==> src/gf2md_pkg.sv <==
// Shared types, codes and constants of the GF(2^32) multiply / divide unit.
`timescale 1ns / 1ps
`default_nettype none

package gf2md_pkg;

	// Field and polynomial widths
	localparam int unsigned FIELD_W = 32;
	localparam int unsigned POLY_W  = 64;
	localparam int unsigned DEG_W   = 6;
	localparam int unsigned CNT_W   = 6;

	// Modulus low word after reset (CRC-32 polynomial, x^32 implicit)
	localparam logic [FIELD_W-1:0] MODULUS_LOW_RESET = 32'h04C1_1DB7;

	// Operation codes; code 3 means nothing and yields a zero result
	localparam logic [1:0] FUNC_MUL = 2'd0;
	localparam logic [1:0] FUNC_DIV = 2'd1;
	localparam logic [1:0] FUNC_INV = 2'd2;

	// Step counts of the iterative units (last step index)
	localparam logic [CNT_W-1:0] RED_LAST      = 6'd31;
	localparam logic [CNT_W-1:0] MUL_LAST_FULL = 6'd63;
	localparam logic [CNT_W-1:0] MUL_LAST_HALF = 6'd31;

	// Degrees loaded at the start of the Euclid phase
	localparam logic [DEG_W-1:0] DEG_U_INIT = 6'd31;
	localparam logic [DEG_W-1:0] DEG_V_INIT = 6'd32;

	// Source of the output register
	typedef enum logic [1:0] {
		RES_ZERO,
		RES_ACC,
		RES_RED
	} res_sel_t;

	// Controller states
	typedef enum logic [3:0] {
		ST_IDLE,
		ST_RED_B,
		ST_EUC_INIT,
		ST_EUC_NORM,
		ST_EUC_STEP,
		ST_RED_G,
		ST_MUL_LOAD,
		ST_MUL,
		ST_DONE_ACC,
		ST_DONE_RED,
		ST_DONE_FAIL,
		ST_DONE_NONE
	} state_t;

	// Commands from controller to datapath
	typedef struct packed {
		logic     load;
		logic     red_step;
		logic     red_load_g;
		logic     euc_init;
		logic     norm_step;
		logic     euc_step;
		logic     mul_load_inv;
		logic     mul_step;
		logic     out_write;
		res_sel_t res_sel;
		logic     flag;
	} dp_cmd_t;

	// Status from datapath to controller
	typedef struct packed {
		logic u_zero;
		logic u_top;
		logic v_one;
	} dp_stat_t;

endpackage

`default_nettype wire

==> src/gf2md_dpath.sv <==
// Datapath: reducer, polynomial Euclid step, bit-serial multiplier and result register.
`timescale 1ns / 1ps
`default_nettype none

module gf2md_dpath (
	input  wire logic                             clk,
	input  wire logic [gf2md_pkg::FIELD_W-1:0]    modulus_low,
	input  wire logic [gf2md_pkg::FIELD_W-1:0]    operand_a,
	input  wire logic [gf2md_pkg::POLY_W-1:0]     operand_b,
	input  wire gf2md_pkg::dp_cmd_t               cmd,
	output gf2md_pkg::dp_stat_t                   stat,
	output logic [gf2md_pkg::FIELD_W-1:0]         result,
	output logic                                  no_inverse
);

	logic [gf2md_pkg::FIELD_W-1:0] a_q;
	logic [gf2md_pkg::FIELD_W-1:0] acc_q;
	logic [gf2md_pkg::POLY_W-1:0]  mop_q;
	logic [gf2md_pkg::POLY_W-1:0]  red_q;
	logic [gf2md_pkg::FIELD_W:0]   u_q;
	logic [gf2md_pkg::FIELD_W:0]   v_q;
	logic [gf2md_pkg::POLY_W-1:0]  g1_q;
	logic [gf2md_pkg::POLY_W-1:0]  g2_q;
	logic [gf2md_pkg::DEG_W-1:0]   du_q;
	logic [gf2md_pkg::DEG_W-1:0]   dv_q;
	logic [gf2md_pkg::FIELD_W-1:0] res_q;
	logic                          flag_q;

	logic [gf2md_pkg::FIELD_W:0]   m_full;
	logic [gf2md_pkg::POLY_W-1:0]  red_fb;
	logic [gf2md_pkg::POLY_W-1:0]  red_next;
	logic [gf2md_pkg::FIELD_W-1:0] acc_next;

	logic                          swap;
	logic [gf2md_pkg::FIELD_W:0]   us;
	logic [gf2md_pkg::FIELD_W:0]   vs;
	logic [gf2md_pkg::POLY_W-1:0]  g1s;
	logic [gf2md_pkg::POLY_W-1:0]  g2s;
	logic [gf2md_pkg::DEG_W-1:0]   dus;
	logic [gf2md_pkg::DEG_W-1:0]   dvs;
	logic [gf2md_pkg::DEG_W-1:0]   shamt;
	logic [gf2md_pkg::FIELD_W:0]   u_next;
	logic [gf2md_pkg::POLY_W-1:0]  g1_next;

	assign m_full = {1'b1, modulus_low};

	// Reducer: look at the top bit, cancel it with the modulus, shift up
	assign red_fb   = red_q[gf2md_pkg::POLY_W-1]
		? {m_full, {(gf2md_pkg::POLY_W - gf2md_pkg::FIELD_W - 1){1'b0}}}
		: '0;
	assign red_next = (red_q ^ red_fb) << 1;

	// Multiplier: double, reduce, add a when the current bit of b is set
	assign acc_next = {acc_q[gf2md_pkg::FIELD_W-2:0], 1'b0}
		^ (acc_q[gf2md_pkg::FIELD_W-1] ? modulus_low : '0)
		^ (mop_q[gf2md_pkg::POLY_W-1] ? a_q : '0);

	// Euclid step: order by degree, then cancel the leading term of u
	always_comb begin
		swap    = du_q < dv_q;
		us      = swap ? v_q : u_q;
		vs      = swap ? u_q : v_q;
		g1s     = swap ? g2_q : g1_q;
		g2s     = swap ? g1_q : g2_q;
		dus     = swap ? dv_q : du_q;
		dvs     = swap ? du_q : dv_q;
		shamt   = dus - dvs;
		u_next  = us ^ (vs << shamt);
		g1_next = g1s ^ (g2s << shamt);
	end

	// Multiplier operand and accumulator
	always_ff @(posedge clk) begin
		if (cmd.load) begin
			a_q   <= operand_a;
			mop_q <= operand_b;
			acc_q <= '0;
		end else if (cmd.mul_load_inv) begin
			mop_q <= {red_q[gf2md_pkg::POLY_W-1 -: gf2md_pkg::FIELD_W],
				{(gf2md_pkg::POLY_W - gf2md_pkg::FIELD_W){1'b0}}};
			acc_q <= '0;
		end else if (cmd.mul_step) begin
			mop_q <= mop_q << 1;
			acc_q <= acc_next;
		end
	end

	// Reducer shift register
	always_ff @(posedge clk) begin
		if (cmd.load) begin
			red_q <= operand_b;
		end else if (cmd.red_load_g) begin
			red_q <= g2_q;
		end else if (cmd.red_step) begin
			red_q <= red_next;
		end
	end

	// Euclid registers
	always_ff @(posedge clk) begin
		if (cmd.euc_init) begin
			u_q  <= {1'b0, red_q[gf2md_pkg::POLY_W-1 -: gf2md_pkg::FIELD_W]};
			v_q  <= m_full;
			g1_q <= gf2md_pkg::POLY_W'(1);
			g2_q <= '0;
			du_q <= gf2md_pkg::DEG_U_INIT;
			dv_q <= gf2md_pkg::DEG_V_INIT;
		end else if (cmd.euc_step) begin
			u_q  <= u_next;
			v_q  <= vs;
			g1_q <= g1_next;
			g2_q <= g2s;
			du_q <= dus;
			dv_q <= dvs;
		end else if (cmd.norm_step) begin
			du_q <= du_q - gf2md_pkg::DEG_W'(1);
		end
	end

	// Output register
	always_ff @(posedge clk) begin
		if (cmd.out_write) begin
			unique case (cmd.res_sel)
				gf2md_pkg::RES_ACC: res_q <= acc_q;
				gf2md_pkg::RES_RED: res_q <= red_q[gf2md_pkg::POLY_W-1 -: gf2md_pkg::FIELD_W];
				default:            res_q <= '0;
			endcase
			flag_q <= cmd.flag;
		end
	end

	assign stat.u_zero = (u_q == '0);
	assign stat.u_top  = u_q[du_q];
	assign stat.v_one  = (v_q == (gf2md_pkg::FIELD_W+1)'(1));

	assign result     = res_q;
	assign no_inverse = flag_q;

endmodule

`default_nettype wire

==> src/gf2md_ctrl.sv <==
// Controller: sequences reduce, Euclid, multiply and output phases of one item.
`timescale 1ns / 1ps
`default_nettype none

module gf2md_ctrl (
	input  wire logic                clk,
	input  wire logic                arst_n,
	input  wire logic                start,
	input  wire logic [1:0]          func,
	input  wire gf2md_pkg::dp_stat_t stat,
	output gf2md_pkg::dp_cmd_t       cmd,
	output logic                     busy,
	output logic                     done
);

	gf2md_pkg::state_t              state_q, state_d;
	logic [gf2md_pkg::CNT_W-1:0]    cnt_q, cnt_d;
	logic [1:0]                     func_q, func_d;
	logic                           done_q, done_d;
	logic [gf2md_pkg::CNT_W-1:0]    mul_last;

	assign mul_last = (func_q == gf2md_pkg::FUNC_DIV) ? gf2md_pkg::MUL_LAST_HALF
		: gf2md_pkg::MUL_LAST_FULL;

	// State, step counter, operation and strobe
	always_ff @(posedge clk or negedge arst_n) begin
		if (!arst_n) begin
			state_q <= gf2md_pkg::ST_IDLE;
			cnt_q   <= '0;
			func_q  <= gf2md_pkg::FUNC_MUL;
			done_q  <= 1'b0;
		end else begin
			state_q <= state_d;
			cnt_q   <= cnt_d;
			func_q  <= func_d;
			done_q  <= done_d;
		end
	end

	// Next state and datapath commands
	always_comb begin
		state_d = state_q;
		cnt_d   = cnt_q;
		func_d  = func_q;
		done_d  = 1'b0;
		cmd     = '0;
		unique case (state_q)
			gf2md_pkg::ST_IDLE: begin
				if (start) begin
					cmd.load = 1'b1;
					cnt_d    = '0;
					func_d   = func;
					unique case (func)
						gf2md_pkg::FUNC_MUL: state_d = gf2md_pkg::ST_MUL;
						gf2md_pkg::FUNC_DIV: state_d = gf2md_pkg::ST_RED_B;
						gf2md_pkg::FUNC_INV: state_d = gf2md_pkg::ST_RED_B;
						default:             state_d = gf2md_pkg::ST_DONE_NONE;
					endcase
				end
			end
			gf2md_pkg::ST_RED_B: begin
				cmd.red_step = 1'b1;
				cnt_d        = cnt_q + gf2md_pkg::CNT_W'(1);
				if (cnt_q == gf2md_pkg::RED_LAST) begin
					state_d = gf2md_pkg::ST_EUC_INIT;
				end
			end
			gf2md_pkg::ST_EUC_INIT: begin
				cmd.euc_init = 1'b1;
				state_d      = gf2md_pkg::ST_EUC_NORM;
			end
			gf2md_pkg::ST_EUC_NORM: begin
				// u gone to zero ends the loop; v then holds the gcd
				priority if (stat.u_zero) begin
					if (stat.v_one) begin
						cmd.red_load_g = 1'b1;
						cnt_d          = '0;
						state_d        = gf2md_pkg::ST_RED_G;
					end else begin
						state_d = gf2md_pkg::ST_DONE_FAIL;
					end
				end else if (stat.u_top) begin
					state_d = gf2md_pkg::ST_EUC_STEP;
				end else begin
					cmd.norm_step = 1'b1;
				end
			end
			gf2md_pkg::ST_EUC_STEP: begin
				cmd.euc_step = 1'b1;
				state_d      = gf2md_pkg::ST_EUC_NORM;
			end
			gf2md_pkg::ST_RED_G: begin
				cmd.red_step = 1'b1;
				cnt_d        = cnt_q + gf2md_pkg::CNT_W'(1);
				if (cnt_q == gf2md_pkg::RED_LAST) begin
					state_d = (func_q == gf2md_pkg::FUNC_DIV) ? gf2md_pkg::ST_MUL_LOAD
						: gf2md_pkg::ST_DONE_RED;
				end
			end
			gf2md_pkg::ST_MUL_LOAD: begin
				cmd.mul_load_inv = 1'b1;
				cnt_d            = '0;
				state_d          = gf2md_pkg::ST_MUL;
			end
			gf2md_pkg::ST_MUL: begin
				cmd.mul_step = 1'b1;
				cnt_d        = cnt_q + gf2md_pkg::CNT_W'(1);
				if (cnt_q == mul_last) begin
					state_d = gf2md_pkg::ST_DONE_ACC;
				end
			end
			gf2md_pkg::ST_DONE_ACC: begin
				cmd.out_write = 1'b1;
				cmd.res_sel   = gf2md_pkg::RES_ACC;
				done_d        = 1'b1;
				state_d       = gf2md_pkg::ST_IDLE;
			end
			gf2md_pkg::ST_DONE_RED: begin
				cmd.out_write = 1'b1;
				cmd.res_sel   = gf2md_pkg::RES_RED;
				done_d        = 1'b1;
				state_d       = gf2md_pkg::ST_IDLE;
			end
			gf2md_pkg::ST_DONE_FAIL: begin
				cmd.out_write = 1'b1;
				cmd.res_sel   = gf2md_pkg::RES_ZERO;
				cmd.flag      = 1'b1;
				done_d        = 1'b1;
				state_d       = gf2md_pkg::ST_IDLE;
			end
			gf2md_pkg::ST_DONE_NONE: begin
				cmd.out_write = 1'b1;
				cmd.res_sel   = gf2md_pkg::RES_ZERO;
				done_d        = 1'b1;
				state_d       = gf2md_pkg::ST_IDLE;
			end
			default: begin
				state_d = gf2md_pkg::ST_IDLE;
			end
		endcase
	end

	assign busy = (state_q != gf2md_pkg::ST_IDLE);
	assign done = done_q;

endmodule

`default_nettype wire

==> src/gf2_32_mul_div_unit.sv <==
// Top level: modulus register, controller and datapath of the GF(2^32) unit.
// Multiply: 64 steps of the bit-serial multiplier, then the done beat.
// Invert: 32 reducer steps on b, then the Euclid loop of cancellations and dropped degrees,
// then 32 reducer steps on the cofactor.
// Divide: as invert, then the inverse is multiplied by a; an unused code yields a zero result.
// One item at a time: busy stays high from accept until the done beat is driven.
// arst_n clears control and loads the modulus with the CRC-32 polynomial; no stall exists.
`timescale 1ns / 1ps
`default_nettype none

module gf2_32_mul_div_unit (
	input  wire logic                          clk,
	input  wire logic                          arst_n,
	input  wire logic                          start,
	output logic                               busy,
	input  wire logic [1:0]                    func,
	input  wire logic [gf2md_pkg::FIELD_W-1:0] operand_a,
	input  wire logic [gf2md_pkg::POLY_W-1:0]  operand_b,
	output logic                               done,
	output logic [gf2md_pkg::FIELD_W-1:0]      result,
	output logic                               no_inverse,
	input  wire logic                          cfg_wen,
	input  wire logic [gf2md_pkg::FIELD_W-1:0] cfg_wdata
);

	logic [gf2md_pkg::FIELD_W-1:0] modulus_low_q;
	gf2md_pkg::dp_cmd_t            cmd;
	gf2md_pkg::dp_stat_t           stat;

	// Hold the modulus low word; the user must write it only while idle (the block does not enforce this)
	always_ff @(posedge clk or negedge arst_n) begin
		if (!arst_n) begin
			modulus_low_q <= gf2md_pkg::MODULUS_LOW_RESET;
		end else if (cfg_wen) begin
			modulus_low_q <= cfg_wdata;
		end
	end

	gf2md_ctrl u_ctrl (
		.clk    (clk),
		.arst_n (arst_n),
		.start  (start),
		.func   (func),
		.stat   (stat),
		.cmd    (cmd),
		.busy   (busy),
		.done   (done)
	);

	gf2md_dpath u_dpath (
		.clk         (clk),
		.modulus_low (modulus_low_q),
		.operand_a   (operand_a),
		.operand_b   (operand_b),
		.cmd         (cmd),
		.stat        (stat),
		.result      (result),
		.no_inverse  (no_inverse)
	);

endmodule

`default_nettype wire

==> config.mk <==
export PLATFORM = sky130hd
export DESIGN_NAME = gf2_32_mul_div_unit
export DESIGN_NICKNAME = d
export VERILOG_FILES = /design/src/gf2md_pkg.sv /design/src/gf2md_dpath.sv /design/src/gf2md_ctrl.sv /design/src/gf2_32_mul_div_unit.sv
export SDC_FILE = /design/constraint.sdc
export NUM_CORES = 1
export LEC_CHECK = 0
export BUFFER_PORTS_ARGS = -buffer_cell sky130_fd_sc_hd__buf_2
export CAP_MARGIN = 20
export CORE_MARGIN = 8
export CORE_UTILIZATION = 50
export DETAILED_ROUTE_END_ITERATION = 6
export MAX_ROUTING_LAYER = met4
export PLACE_DENSITY = 0.67
export SLEW_MARGIN = 20
export SYNTH_ARGS = -nofsm -noshare
export SYNTH_HDL_FRONTEND = slang
export SYNTH_HIERARCHICAL = 1
export SYNTH_SLANG_ARGS = --single-unit
==> constraint.sdc <==
create_clock -name clk -period 8.9 [get_ports clk]
set_input_delay 0.89 -clock clk [delete_from_list [all_inputs] [get_ports clk]]
set_output_delay 0.89 -clock clk [all_outputs]
set_load 0.05 [all_outputs]
==> impl_metrics.tcl <==
set metrics [dict create \
    critical_path_class "reg2reg" \
    drt-pass1-iter-count 7 \
    cts_sinks 476 \
    yosysSeqAreaShare 0.3762 \
    period_share 0.7697 \
    required_ns 9.44 \
    port_buffers 168 \
    timing.rr.start "u_dpath/du_q[1]" \
    endpoint_kind "flip-flop" \
    reg2regPathDepth 15 \
    drt_wl_total_um 129700 \
    grt_pass1_vias 28190 \
    setup_violations 0 \
    gr-usage-all-layers 0.3441 \
    ctsLongestPathBuffers 3 \
    yosys_register_bits 476 \
    crit_slowest_cell "dfxtp_1" \
    drive_gt1_frac 0.1528 \
    synth_area_leaders "edfxtp_1 (24%), dfxtp_1 (11%), mux2i_1 (8.2%)" \
    postCtsHoldBufs 0 \
    fin_tns_setup_ns 0 \
    fillers 6053 \
    pin_count 169 \
    syn_to_final_growth_pct 8.640 \
    clkTransAtPathRegs_ns 0.06 \
    hold_class "in2async" \
    worst_slew_pin_slew_ns 1.233 \
    synth_nets 3798 \
    place_congestion 1.076 \
    cp_max_fo 39 \
    status "finished with violations" \
    arrival_ns 7.39 \
    finalHoldViolCount 0 \
    finClkSkew_ns 0.03578 \
    synth_top_cell_by_area "edfxtp_1" \
    yosysWarnings 6 \
    slew_headroom 0.1725 \
    cts_tree "yes" \
    fp.coreArea_mm2 0.06539 \
    post_drt_wl_per_cell_um 28.62 \
    grt_first_pass_wirelength_um 190200 \
    num_vias 31040 \
    cts_resized 0 \
    layout_min_cycle_time_ns 6.850 \
    gr-total-overflow 0 \
    antenna_found_initial 6 \
    rsz0062_at_grt "false" \
    h-tree-depth 2 \
    drv_slew 0 \
    fin_nets 3769 \
    critPathMaxStageDelay_ns 0.84 \
    synth.top_cell.area_share 0.2352 \
    synth_edf_count 257 \
    die_w_um 272.2 \
    numCtsBuffers 53 \
    synth_ff_type "edfxtp_1" \
    dpl.hpwl_um 92180 \
    syn_inst 3650 \
    cp_cell_sequence "ha_1 -> nand2b_1 -> a21oi_4 -> or4_1 -> and2_1 -> ha_2 -> inv_2 -> buf_4 -> mux4_2 -> a211oi_1 -> mux2i_1 -> mux2_2 -> a222oi_1 -> mux2_1 -> a31oi_1" \
    ant_nets 0 \
    grt_max_degree 100 \
    fp.dieH_um 272.2 \
    clkLatencyLatePin_ns 0.64 \
    r2r_end "u_dpath/g1_q[43]" \
    viasPerCell 6.848 \
    num_rows 94 \
    synthesis.area_mm2 0.03282 \
    drtIter0Drc 4647 \
    cap_violations 0 \
    die_area_mm2 0.07408 \
    syn_area_per_cell_um2 8.990 \
    r2r_slack_ns 2.05 \
    timing.fmax_mhz 146.0 \
    post-cts-setup-buffers 0 \
    cp-start-kind "flip-flop" \
    violations "DRC" \
    async_flop_share 0.09454 \
    cts-root-buf "clkbuf_16" \
    start_util 0.5018 \
    drc_errors 6 \
    synth_cell_types 111 \
]
## flip-flops by register name, indices dropped and copies added, names as in the netlist, named ones only
register / count
u_dpath/g1_q: 64
u_ctrl/cnt_q: 6
u_dpath/du_q: 5
u_dpath/mop_q: 64
u_dpath/a_q: 32
u_ctrl/state_q: 4
u_ctrl/done: 1
modulus_low_q: 32
u_dpath/red_q: 64
u_dpath/dv_q: 5
u_dpath/g2_q: 64
u_dpath/no_inverse: 1
u_dpath/u_q: 33
u_dpath/acc_q: 32
u_dpath/v_q: 33
u_ctrl/func_q: 2
u_dpath/result: 32
## how the worst max path moves through the flow
stage | startpoint | endpoint | cells past startpoint
after floorplan | u_dpath/dv_q[3] | u_dpath/g1_q[41] | 20
after global placement | u_dpath/du_q[1] | u_dpath/g1_q[43] | 15
after detailed placement | u_dpath/du_q[1] | u_dpath/g1_q[43] | 15
after CTS | u_dpath/du_q[1] | u_dpath/g1_q[43] | 15
after global routing | u_dpath/du_q[1] | u_dpath/g1_q[43] | 15
final | u_dpath/du_q[1] | u_dpath/g1_q[43] | 15
## through the flow
| stage | util | instance area, um^2 | std cells | hold slack [ns] | setup WS, ns |
|---|---|---|---|---|---|
| 2_1_floorplan | - | 32820 | 3650 | 0.4319 | 4.066 |
| 3_3_place_gp | 0.5176 | 33850 | 4429 | 0.4428 | 2.413 |
| 3_5_place_dp | 0.5180 | 33870 | 4430 | 0.4567 | 2.295 |
| 4_1_cts | 0.5449 | 35630 | 4529 | 0.4012 | 2.229 |
| 5_1_grt | 0.5452 | 35650 | 4533 | 0.4332 | 1.783 |
| 6_report | 0.5452 | 35650 | 4533 | 0.3902 | 2.050 |
## cell type report
class	count	area, um^2	area share
Inverter	90	342.8	0.009616
Timing Repair Buffer	241	1416	0.03973
Clock inverter	28	316.6	0.008879
Tap cell	864	1081	0.03032
Multi-Input combinational cell	2759	18700	0.5244
Antenna cell	4	10.01	0.0002808
Sequential cell	476	12340	0.3463
Clock buffer	71	1444	0.04050
## critical path: cells and delay by family, from the launching register on
kind / cells / cell delay [ns]
AO/OA/AOI/OAI: 4 / 1.41
adder cells (fa/ha/maj): 2 / 0.71
buffers and inverters: 2 / 0.84
flip-flops: 1 / 0.84
multiplexers: 4 / 1.60
AND/OR/NAND/NOR: 3 / 1.34
## layout by cell type (no fill, tap or decap), drive strengths merged, types with 41 or more instances in the layout
cell type	n
nor4	41
dfxtp	174
o21ai	266
inv	91
xnor2	89
o211ai	53
mux2	81
mux4	71
buf	241
clkbuf	71
a22oi	59
nor2	241
nand4	41
and3	44
a211oi	59
mux2i	269
edfxtp	257
a21oi	256
nand3	134
nand2	569
nor3	48
xor2	53
## cells in the mapped netlist, types with 42 or more instances
master and count:
a211oi_1 57, a21oi_1 251, a22oi_1 59, and3_1 42
buf_2 60, clkbuf_1 183, dfxtp_1 174, edfxtp_1 257
inv_1 88, mux2i_1 269, mux4_2 71, nand2_1 566
nand3_1 133, nor2_1 237, nor3_1 47, o211ai_1 49
o21ai_0 250, xnor2_1 89, xor2_1 53
## per-layer routing
metal	share of wire	global-route usage	vias up
met5	0	-	-
met2	0.40	0.4661	2139
met4	0.036	0.1027	0
li1	-	-	13500
met3	0.14	0.1035	314
met1	0.42	0.4893	15090
## kinds of logic (layout without fill, tap and decap cells)
group / after synthesis / after routing / share of synthesized area
fa+ha+maj: 14 / 14 / 0.005338
mux: 421 / 421 / 0.1622
simple gates: 1201 / 1201 / 0.1661
flops: 476 / 476 / 0.3762
buf+inv: 415 / 430 / 0.05769
xor+xnor: 142 / 142 / 0.03790
other cells: 0 / 4 / 0
compound gates: 981 / 981 / 0.1945
Power is not shown: default switching activity piles up to over one toggle a cycle in this logic, so the estimate is an artifact.
